[src/hdl/tfb_pkg.sv]
// Shared types, constants and the CRC-8 step of the telemetry frame builder.
package tfb_pkg;

  localparam int FRAME_LEN   = 15;
  localparam int IDX_W       = 4;
  localparam logic [IDX_W-1:0] IDX_FIRST = 4'd0;
  localparam logic [IDX_W-1:0] IDX_CRC   = 4'(FRAME_LEN - 1);

  localparam logic [7:0] CRC_POLY = 8'h31;
  localparam logic [7:0] CRC_INIT = 8'hFF;
  localparam logic [7:0] SYNC0    = 8'h4D;
  localparam logic [7:0] SYNC1    = 8'h41;

  // Servo scaling: 1.036 in Q24, offset 1.243 in Q24 shifted up to Q32.
  localparam int PROD_W = 42;
  localparam logic signed [25:0]       POS_MULT   = 26'sd17381196;
  localparam logic signed [PROD_W-1:0] POS_OFFSET = 42'sd5338644224;
  localparam logic [9:0]               POS_MAX    = 10'd100;

  localparam logic signed [7:0] IR_ON_BELOW   = -8'sd20;
  localparam logic signed [8:0] EO_SUM_ON_BELOW = -9'sd21;
  localparam logic signed [7:0] LENS_ON_BELOW = -8'sd15;
  localparam logic signed [7:0] COMP_ON_BELOW = -8'sd20;

  // Register indexes of the configuration port.
  localparam int CFG_IDX_W = 3;
  localparam logic [CFG_IDX_W-1:0] REG_AUTO_HEAT   = 3'd0;
  localparam logic [CFG_IDX_W-1:0] REG_SEND_PERIOD = 3'd1;
  localparam logic [CFG_IDX_W-1:0] REG_NODE_ID     = 3'd2;
  localparam logic [CFG_IDX_W-1:0] REG_DEST_ID     = 3'd3;
  localparam logic [CFG_IDX_W-1:0] REG_MESSAGE_ID  = 3'd4;
  localparam int CFG_DATA_W = 16;

  localparam int QUEUE_DEPTH = 2;

  typedef struct packed {
    logic        auto_heat;
    logic [15:0] send_period_ms;
    logic [3:0]  node_id;
    logic [3:0]  dest_id;
    logic [7:0]  message_id;
  } cfg_t;

  typedef struct packed {
    logic [7:0] ir;
    logic [7:0] eo_first;
    logic [7:0] eo_second;
    logic [7:0] lens;
    logic [7:0] computer;
    logic [7:0] board;
    logic [7:0] room;
    logic [7:0] bc;
    logic [7:0] servo_pos;
    logic [7:0] servo_temp;
    logic       heat_ir;
    logic       heat_eo;
    logic       heat_lens;
    logic       heat_computer;
  } frame_t;

  function automatic logic [7:0] crc8_update(input logic [7:0] crc, input logic [7:0] d);
    logic [7:0] c;
    c = crc ^ d;
    for (int k = 0; k < 8; k++) begin
      c = c[7] ? ((c << 1) ^ CRC_POLY) : (c << 1);
    end
    return c;
  endfunction

endpackage

[src/hdl/telemetry_frame_builder_crc8.sv]
// Top level of the telemetry frame builder: configuration registers and the three parts.
//
// Input side: a queue-like request port. Assert push with a tick (now_ms and the ten
// readings); the request is taken at a clock edge where push is high and full is low.
// A tick whose elapsed time (now_ms - last send, 32-bit wrap) does not exceed
// send_period_ms is absorbed and produces nothing; otherwise it produces a 15-byte frame.
// Output side: while empty is low the oldest byte sits on frame_byte with its flags;
// pop takes it. last_byte marks the CRC byte; heater bits appear on it when auto_heat is 1.
// Path: after the edge that takes the tick, the record passes the multiply register, the
// queue write and the output register before its first byte is visible. Throughput: one
// byte per cycle while pop stays high, set by the single-byte output register.
// Ticks that do not send are taken one per cycle while full is low; sending ticks queue
// in a two-entry record queue plus two front stages, so full rises only when the
// serializer falls behind. Stall: with pop low the output byte holds, the serializer
// stops, the queue fills and then full rises; nothing is dropped.
// Configuration: write_en with write_index and write_data writes one register at once;
// write only while the block is idle. Reset (rst, synchronous) restores the register
// defaults, clears the last send time and empties every stage.
module telemetry_frame_builder_crc8 (
  input  logic                              clk,
  input  logic                              rst,
  input  logic                              write_en,
  input  logic [tfb_pkg::CFG_IDX_W-1:0]     write_index,
  input  logic [tfb_pkg::CFG_DATA_W-1:0]    write_data,
  input  logic                              push,
  output logic                              full,
  input  logic [31:0]                       now_ms,
  input  logic signed [7:0]                 temp_ambient,
  input  logic signed [7:0]                 temp_ir,
  input  logic signed [7:0]                 temp_eo_second,
  input  logic signed [7:0]                 temp_optic,
  input  logic signed [7:0]                 temp_eo_first,
  input  logic signed [7:0]                 temp_computer,
  input  logic signed [7:0]                 temp_bc,
  input  logic signed [7:0]                 temp_board,
  input  logic signed [15:0]                servo_pos_q8,
  input  logic signed [7:0]                 servo_temp,
  output logic                              empty,
  input  logic                              pop,
  output logic [7:0]                        frame_byte,
  output logic                              last_byte,
  output logic                              heaters_valid,
  output logic                              heater_ir,
  output logic                              heater_eo,
  output logic                              heater_lens,
  output logic                              heater_computer
);
  import tfb_pkg::*;

  cfg_t   cfg;
  logic   q_push;
  logic   q_full;
  frame_t q_in;
  logic   q_pop;
  logic   q_empty;
  frame_t q_head;

  // Register file; unused data bits and unknown indexes drop silently.
  always_ff @(posedge clk) begin
    if (rst) begin
      cfg.auto_heat      <= 1'b1;
      cfg.send_period_ms <= 16'd1000;
      cfg.node_id        <= 4'd7;
      cfg.dest_id        <= 4'd14;
      cfg.message_id     <= 8'd5;
    end else if (write_en) begin
      unique case (write_index)
        REG_AUTO_HEAT:   cfg.auto_heat      <= write_data[0];
        REG_SEND_PERIOD: cfg.send_period_ms <= write_data[15:0];
        REG_NODE_ID:     cfg.node_id        <= write_data[3:0];
        REG_DEST_ID:     cfg.dest_id        <= write_data[3:0];
        REG_MESSAGE_ID:  cfg.message_id     <= write_data[7:0];
        default: ;
      endcase
    end
  end

  // Front end: time check, capture, servo scaling.
  tfb_front u_front (
    .clk            (clk),
    .rst            (rst),
    .cfg            (cfg),
    .push           (push),
    .full           (full),
    .now_ms         (now_ms),
    .temp_ambient   (temp_ambient),
    .temp_ir        (temp_ir),
    .temp_eo_second (temp_eo_second),
    .temp_optic     (temp_optic),
    .temp_eo_first  (temp_eo_first),
    .temp_computer  (temp_computer),
    .temp_bc        (temp_bc),
    .temp_board     (temp_board),
    .servo_pos_q8   (servo_pos_q8),
    .servo_temp     (servo_temp),
    .q_push         (q_push),
    .q_full         (q_full),
    .q_data         (q_in)
  );

  // Decouple the front end from the serializer.
  tfb_queue u_queue (
    .clk       (clk),
    .rst       (rst),
    .push      (q_push),
    .full      (q_full),
    .push_data (q_in),
    .pop       (q_pop),
    .empty     (q_empty),
    .head      (q_head)
  );

  // Serializer with CRC and output register.
  tfb_back u_back (
    .clk             (clk),
    .rst             (rst),
    .cfg             (cfg),
    .q_empty         (q_empty),
    .q_head          (q_head),
    .q_pop           (q_pop),
    .empty           (empty),
    .pop             (pop),
    .frame_byte      (frame_byte),
    .last_byte       (last_byte),
    .heaters_valid   (heaters_valid),
    .heater_ir       (heater_ir),
    .heater_eo       (heater_eo),
    .heater_lens     (heater_lens),
    .heater_computer (heater_computer)
  );

endmodule

[src/hdl/tfb_front.sv]
// Front end: take ticks, decide on sending, scale the servo position, build a frame record.
module tfb_front (
  input  logic                  clk,
  input  logic                  rst,
  input  tfb_pkg::cfg_t         cfg,
  input  logic                  push,
  output logic                  full,
  input  logic [31:0]           now_ms,
  input  logic signed [7:0]     temp_ambient,
  input  logic signed [7:0]     temp_ir,
  input  logic signed [7:0]     temp_eo_second,
  input  logic signed [7:0]     temp_optic,
  input  logic signed [7:0]     temp_eo_first,
  input  logic signed [7:0]     temp_computer,
  input  logic signed [7:0]     temp_bc,
  input  logic signed [7:0]     temp_board,
  input  logic signed [15:0]    servo_pos_q8,
  input  logic signed [7:0]     servo_temp,
  output logic                  q_push,
  input  logic                  q_full,
  output tfb_pkg::frame_t       q_data
);
  import tfb_pkg::*;

  logic [31:0]        last_send_ms;
  logic               s1_valid;
  frame_t             s1_frame;
  logic signed [15:0] s1_servo;
  logic               s2_valid;
  frame_t             s2_frame;
  logic signed [PROD_W-1:0] s2_prod;

  logic                     accept;
  logic                     send;
  logic [31:0]              elapsed;
  logic                     s2_free;
  logic                     s1_adv;
  logic signed [PROD_W-1:0] acc;
  logic signed [8:0]        eo_sum;
  logic [7:0]               pos_byte;

  assign elapsed = now_ms - last_send_ms;
  assign send    = elapsed > {16'd0, cfg.send_period_ms};
  assign s2_free = !s2_valid || !q_full;
  assign s1_adv  = s1_valid && s2_free;
  assign full    = s1_valid && !s2_free;
  assign accept  = push && !full;

  always_ff @(posedge clk) begin
    if (rst) begin
      last_send_ms <= '0;
      s1_valid     <= 1'b0;
      s2_valid     <= 1'b0;
    end else begin
      if (accept && send) begin
        last_send_ms <= now_ms;
        s1_valid     <= 1'b1;
      end else if (s1_adv) begin
        s1_valid <= 1'b0;
      end
      if (s1_adv) begin
        s2_valid <= 1'b1;
      end else if (s2_valid && !q_full) begin
        s2_valid <= 1'b0;
      end
    end
  end

  assign eo_sum = 9'(temp_eo_first) + 9'(temp_eo_second);

  // Capture a sending tick's readings and heater decisions, then form the servo product.
  always_ff @(posedge clk) begin
    if (accept && send) begin
      s1_frame.ir            <= temp_ir;
      s1_frame.eo_first      <= temp_eo_first;
      s1_frame.eo_second     <= temp_eo_second;
      s1_frame.lens          <= temp_optic;
      s1_frame.computer      <= temp_computer;
      s1_frame.board         <= temp_board;
      s1_frame.room          <= temp_ambient;
      s1_frame.bc            <= temp_bc;
      s1_frame.servo_pos     <= '0;
      s1_frame.servo_temp    <= servo_temp;
      s1_frame.heat_ir       <= temp_ir < IR_ON_BELOW;
      s1_frame.heat_eo       <= eo_sum < EO_SUM_ON_BELOW;
      s1_frame.heat_lens     <= temp_optic < LENS_ON_BELOW;
      s1_frame.heat_computer <= temp_computer < COMP_ON_BELOW;
      s1_servo               <= servo_pos_q8;
    end
    if (s1_adv) begin
      s2_frame <= s1_frame;
      s2_prod  <= PROD_W'(s1_servo) * PROD_W'(POS_MULT);
    end
  end

  // Offset, floor and clamp to 0..100.
  assign acc = s2_prod - POS_OFFSET;

  always_comb begin
    if (acc[PROD_W-1]) begin
      pos_byte = 8'd0;
    end else if (acc[PROD_W-1:32] > POS_MAX) begin
      pos_byte = POS_MAX[7:0];
    end else begin
      pos_byte = acc[39:32];
    end
  end

  always_comb begin
    q_data           = s2_frame;
    q_data.servo_pos = pos_byte;
  end

  assign q_push = s2_valid;

endmodule

[src/hdl/tfb_queue.sv]
// Two-entry queue of frame records between the front end and the serializer.
module tfb_queue (
  input  logic            clk,
  input  logic            rst,
  input  logic            push,
  output logic            full,
  input  tfb_pkg::frame_t push_data,
  input  logic            pop,
  output logic            empty,
  output tfb_pkg::frame_t head
);
  import tfb_pkg::*;

  localparam int PTR_W = $clog2(QUEUE_DEPTH);

  frame_t           mem [QUEUE_DEPTH];
  logic [PTR_W-1:0] wr_ptr;
  logic [PTR_W-1:0] rd_ptr;
  logic [PTR_W:0]   count;

  logic do_push;
  logic do_pop;

  assign full    = count == (PTR_W + 1)'(QUEUE_DEPTH);
  assign empty   = count == '0;
  assign do_push = push && !full;
  assign do_pop  = pop && !empty;
  assign head    = mem[rd_ptr];

  always_ff @(posedge clk) begin
    if (rst) begin
      wr_ptr <= '0;
      rd_ptr <= '0;
      count  <= '0;
    end else begin
      if (do_push) begin
        wr_ptr <= (wr_ptr == PTR_W'(QUEUE_DEPTH - 1)) ? '0 : wr_ptr + 1'b1;
      end
      if (do_pop) begin
        rd_ptr <= (rd_ptr == PTR_W'(QUEUE_DEPTH - 1)) ? '0 : rd_ptr + 1'b1;
      end
      count <= count + (PTR_W + 1)'(do_push) - (PTR_W + 1)'(do_pop);
    end
  end

  always_ff @(posedge clk) begin
    if (do_push) begin
      mem[wr_ptr] <= push_data;
    end
  end

endmodule

[src/hdl/tfb_back.sv]
// Serializer: walk a frame record byte by byte, run the CRC, hold the output register.
module tfb_back (
  input  logic            clk,
  input  logic            rst,
  input  tfb_pkg::cfg_t   cfg,
  input  logic            q_empty,
  input  tfb_pkg::frame_t q_head,
  output logic            q_pop,
  output logic            empty,
  input  logic            pop,
  output logic [7:0]      frame_byte,
  output logic            last_byte,
  output logic            heaters_valid,
  output logic            heater_ir,
  output logic            heater_eo,
  output logic            heater_lens,
  output logic            heater_computer
);
  import tfb_pkg::*;

  logic             out_valid;
  logic [IDX_W-1:0] idx;
  logic [7:0]       crc;

  logic       load;
  logic       at_crc;
  logic [7:0] data_byte;
  logic [7:0] crc_seed;

  assign load   = (!out_valid || pop) && !q_empty;
  assign at_crc = idx == IDX_CRC;
  assign q_pop  = load && at_crc;
  assign empty  = !out_valid;

  always_comb begin
    case (idx)
      4'd0:    data_byte = SYNC0;
      4'd1:    data_byte = SYNC1;
      4'd2:    data_byte = {cfg.node_id, cfg.dest_id};
      4'd3:    data_byte = cfg.message_id;
      4'd4:    data_byte = q_head.ir;
      4'd5:    data_byte = q_head.eo_first;
      4'd6:    data_byte = q_head.eo_second;
      4'd7:    data_byte = q_head.lens;
      4'd8:    data_byte = q_head.computer;
      4'd9:    data_byte = q_head.board;
      4'd10:   data_byte = q_head.room;
      4'd11:   data_byte = q_head.bc;
      4'd12:   data_byte = q_head.servo_pos;
      4'd13:   data_byte = q_head.servo_temp;
      default: data_byte = crc;
    endcase
  end

  assign crc_seed = (idx == IDX_FIRST) ? CRC_INIT : crc;

  always_ff @(posedge clk) begin
    if (rst) begin
      out_valid <= 1'b0;
      idx       <= IDX_FIRST;
      crc       <= CRC_INIT;
    end else begin
      if (load) begin
        out_valid <= 1'b1;
        idx       <= at_crc ? IDX_FIRST : idx + 1'b1;
        if (!at_crc) begin
          crc <= crc8_update(crc_seed, data_byte);
        end
      end else if (pop) begin
        out_valid <= 1'b0;
      end
    end
  end

  always_ff @(posedge clk) begin
    if (load) begin
      frame_byte      <= data_byte;
      last_byte       <= at_crc;
      heaters_valid   <= at_crc && cfg.auto_heat;
      heater_ir       <= at_crc && cfg.auto_heat && q_head.heat_ir;
      heater_eo       <= at_crc && cfg.auto_heat && q_head.heat_eo;
      heater_lens     <= at_crc && cfg.auto_heat && q_head.heat_lens;
      heater_computer <= at_crc && cfg.auto_heat && q_head.heat_computer;
    end
  end

endmodule

[config.mk]
export PLATFORM = sky130hd
export DESIGN_NAME = telemetry_frame_builder_crc8
export DESIGN_NICKNAME = d
export VERILOG_FILES = /design/src/hdl/tfb_pkg.sv /design/src/hdl/telemetry_frame_builder_crc8.sv /design/src/hdl/tfb_front.sv /design/src/hdl/tfb_queue.sv /design/src/hdl/tfb_back.sv
export SDC_FILE = /design/constraint.sdc
export NUM_CORES = 1
export LEC_CHECK = 0
export ABC_AREA = 1
export BUFFER_PORTS_ARGS = -buffer_cell sky130_fd_sc_hd__buf_2
export CORE_MARGIN = 1.5
export CORE_UTILIZATION = 55
export CTS_BUF_LIST = sky130_fd_sc_hd__clkbuf_4 sky130_fd_sc_hd__clkbuf_8
export CTS_CLUSTER_DIAMETER = 40
export DETAILED_ROUTE_END_ITERATION = 7
export PLACE_DENSITY = 0.78
export SLEW_MARGIN = 25
export SYNTH_ARGS = -nofsm -noshare
export SYNTH_HDL_FRONTEND = slang
export SYNTH_SLANG_ARGS = --single-unit
export TNS_END_PERCENT = 5
[constraint.sdc]
create_clock -name clk -period 16.35 [get_ports clk]
set_clock_uncertainty 0.15 [all_clocks]
set_input_delay 1.635 -clock clk [delete_from_list [all_inputs] [get_ports clk]]
set_output_delay 1.635 -clock clk [all_outputs]
set_load 0.01 [all_outputs]
==> flow_metrics.py <==
metrics = {
    "clock_tree": {
        "post-cts-setup-buffers": 0,
        "worstSkewPairLatency_ps": 680,
        "numCtsBuffers": 83,
        "cts.sinks": 469,
        "hold_buffers": 0,
        "ctsRootBufferMaster": "clkbuf_8",
        "post_cts_resized": 0,
        "clockBufferDepth": 3,
        "cts_tree": "yes",
        "htreeDepth": 3,
        "path_clk_slew_ps": 60,
    },
    "routing": {
        "drt_iter0_drc": 1566,
        "wire_per_inst_um": 17.1,
        "dr.pass1.iters": 6,
        "route.detailed.drc": 0,
        "totalWireLength_mm": 63.3,
        "ant_nets": 0,
        "post_drt_via_cell_ratio": 5.32,
        "vias": 19700,
    },
    "power": {
        "p_per_area_mw_per_mm2": 151,
        "vdd_ir_drop_max_v": 0.000193,
        "leakage_uw": 0.0136,
    },
    "finish": {
        "regArea_mm2": 0.0132,
        "fillers": 3998,
        "drive_gt1_frac": 0.114,
        "multi_input_area_mm2": 0.0119,
        "mostFrequentLayoutCells": "nand2_1 (713), inv_1 (407), edfxtp_1 (384)",
        "final_nets": 3481,
        "area_growth_pct": 11.6,
        "utilization": 0.619,
        "layout_commonest_cell": "nand2_1",
    },
    "global_route": {
        "track_usage": 0.256,
        "grt_max_degree": 87,
        "antenna_found_initial": 3,
        "grt_pass1_wl_mm": 101,
        "grt_pass1_vias": 19700,
        "overflow": 0,
    },
    "sta": {
        "hold_viol": 0,
        "finalCritPeriodShare": 0.400,
        "rsz0062_at_grt": "no",
        "tns_ps": 0,
        "slew_violations": 0,
        "slew-limit-headroom": 0.314,
        "fmax_mhz": 153,
        "fin_crit_ps": 6540,
        "finalSetupViolCount": 0,
        "worst_slew_pin_slew_ps": 1030,
    },
    "floorplanning": {
        "core_mm2": 0.0486,
        "die_area_mm2": 0.0504,
        "fp.dieW_um": 225,
        "io_pins": 160,
        "initial_utilization": 0.555,
        "die_h_um": 225,
        "fp-row-count": 81,
    },
    "critical_path": {
        "path_class": "reg2reg",
        "crit_chain": "inv_1, fa_1, inv_1, fa_1, inv_1, fa_1, fa_1, fa_1, fa_1, inv_1, ha_1, nand2_1, nor2_1, inv_1, nor2_1, nor4b_1, a21oi_1, o21bai_1, nand2_1, nand2_1, xor2_1",
        "cpPeakStageDelay_ps": 600,
        "worstPathRequired_ps": 16610,
        "crit_path_end_kind": "register",
        "startpoint_type": "register",
        "critical_path.endpoint": "u_front.s2_prod[35]",
        "r2r_cells": 21,
        "rr_startpoint": "u_front.s1_servo[10]",
        "startpoint": "u_front.s1_servo[10]",
        "crit_slowest_cell": "edfxtp_1",
        "cpMostUsedCell": "fa_1",
        "rr_endpoint": "u_front.s2_prod[35]",
        "crit_arrival_ps": 6800,
        "regToRegSetupSlack_ps": 9810,
        "crit_path_max_fanout": 9,
    },
    "yosys": {
        "synth_compound_area_frac": 0.0645,
        "synth_top_family_by_area": "adder cells",
        "synth_xor_area_frac": 0.0230,
        "synthAdderAreaFrac": 0.179,
        "synth_area_per_cell_um2": 9.63,
        "synth-simple-area-share": 0.174,
        "synthCells": 2804,
        "synth-seq-cells": 469,
        "synthFlopType": "edfxtp_1",
        "ys_types": 51,
        "ys_seq_area_frac": 0.490,
        "synthArstFlopShare": 0,
        "synth_edf_count": 384,
        "ys_warn_count": 0,
        "synthMuxAreaShare": 0,
        "syn-cell-area_mm2": 0.0270,
    },
    "worst_hold_path": {
        "hp-class": "reg2reg",
    },
    "placed_design": {
        "gp_congestion": 0.920,
        "hpwl_mm": 47.5,
        "io_buffers": 159,
    },
    "run_status": {
        "status": "completed",
    },
    "flow_run": {
        "cap_violations": 0,
    },
}
sequential cells by signal (all words and copies together) (netlist names), 4 cells and up, named ones only:
| name | flops |
|---|---|
| u_front.s1_frame | 76 |
| u_front.q_data | 76 |
| u_front.s2_prod | 34 |
| u_front.last_send_ms | 32 |
| u_front.s1_servo | 16 |
| u_queue.mem | 168 |
| cfg | 33 |
| u_back.frame_byte | 8 |
| u_back.idx | 4 |
| u_back.crc | 8 |
how the worst min path moves through the flow:
stage | depth (start not counted) | endpoint | from | slack [ps]
after floorplan | 0 | u_front.q_data[0] | u_front.s1_frame[0] | 250
after global placement | 0 | u_front.q_data[74] | u_front.s1_frame[74] | 250
after detailed placement | 0 | u_front.q_data[20] | u_front.s1_frame[20] | 250
after CTS | 0 | u_front.q_data[51] | u_front.s1_frame[51] | 260
after global routing | 0 | u_front.q_data[51] | u_front.s1_frame[51] | 270
final | 0 | u_front.q_data[51] | u_front.s1_frame[51] | 250
where the power goes:
group	leakage, uW	switching (uW)	internal, uW
clock network	0.000890	500	620
logic	0.00848	1200	717
registers	0.00428	41.3	1470
total	0.0136	1740	2800
area by class of cell:
class                           instances  area share
Antenna cell                            1   0.0000830
Clock buffer                          108      0.0454
Clock inverter                         40      0.0120
Inverter                              419      0.0524
Multi-Input combinational cell       1870       0.396
Sequential cell                       469       0.439
Tap cell                              622      0.0258
Timing Repair Buffer                  168      0.0288
per-layer routing:
layer,vias up,GRT usage,share of wire
met5,-,0,0.00014
met4,2,0.0994,0.032
met3,142,0.0410,0.059
met2,604,0.423,0.48
met1,9250,0.339,0.43
li1,9668,-,-
cell families (layout without fill, tap and decap cells):
kind of cell / count (synthesis) / after routing
AO/OA/AOI/OAI: 319 / 319
AND/OR/NAND/NOR: 1153 / 1153
adder cells (fa/ha/maj): 326 / 326
XOR/XNOR: 70 / 70
buffers and inverters: 466 / 735
flip-flops: 469 / 469
other: 1 / 3
worst max-delay path: cells and delay by family (launching register included):
family / cells / cell delay, ps
flops: 1 / 600
simple gates: 6 / 1010
fa+ha+maj: 7 / 3570
xor+xnor: 1 / 60
compound gates: 2 / 550
buf+inv: 5 / 350
Yosys cell counts, types with 15 or more instances:
library cell,count,area share
buf_2,15,0.0028
clkbuf_1,17,0.0024
ha_1,226,0.10
nor3_1,19,0.0035
fa_1,100,0.074
inv_1,411,0.057
xnor2_1,19,0.0062
nor2_1,237,0.033
a31oi_1,16,0.0037
o21ai_0,81,0.015
xor2_1,50,0.016
nand2_1,714,0.099
a21oi_1,173,0.032
dfxtp_1,85,0.063
edfxtp_1,384,0.43
nand3_1,108,0.020
nand4_1,28,0.0065
stage by stage:
step / worst slack, ps / hold slack [ps] / power (uW) / instances / area, um^2
2_1_floorplan: 9860 / 250 / 2950 / 2805 / 27000
3_3_place_gp: 9280 / 252 / 3430 / 3548 / 28400
3_5_place_dp: 9150 / 255 / 3460 / 3548 / 28400
4_1_cts: 9820 / 262 / 4590 / 3696 / 30100
5_1_grt: 9420 / 266 / 4910 / 3696 / 30100
6_report: 9810 / 249 / 4550 / 3697 / 30100
Power figures use the tool's default switching activity.
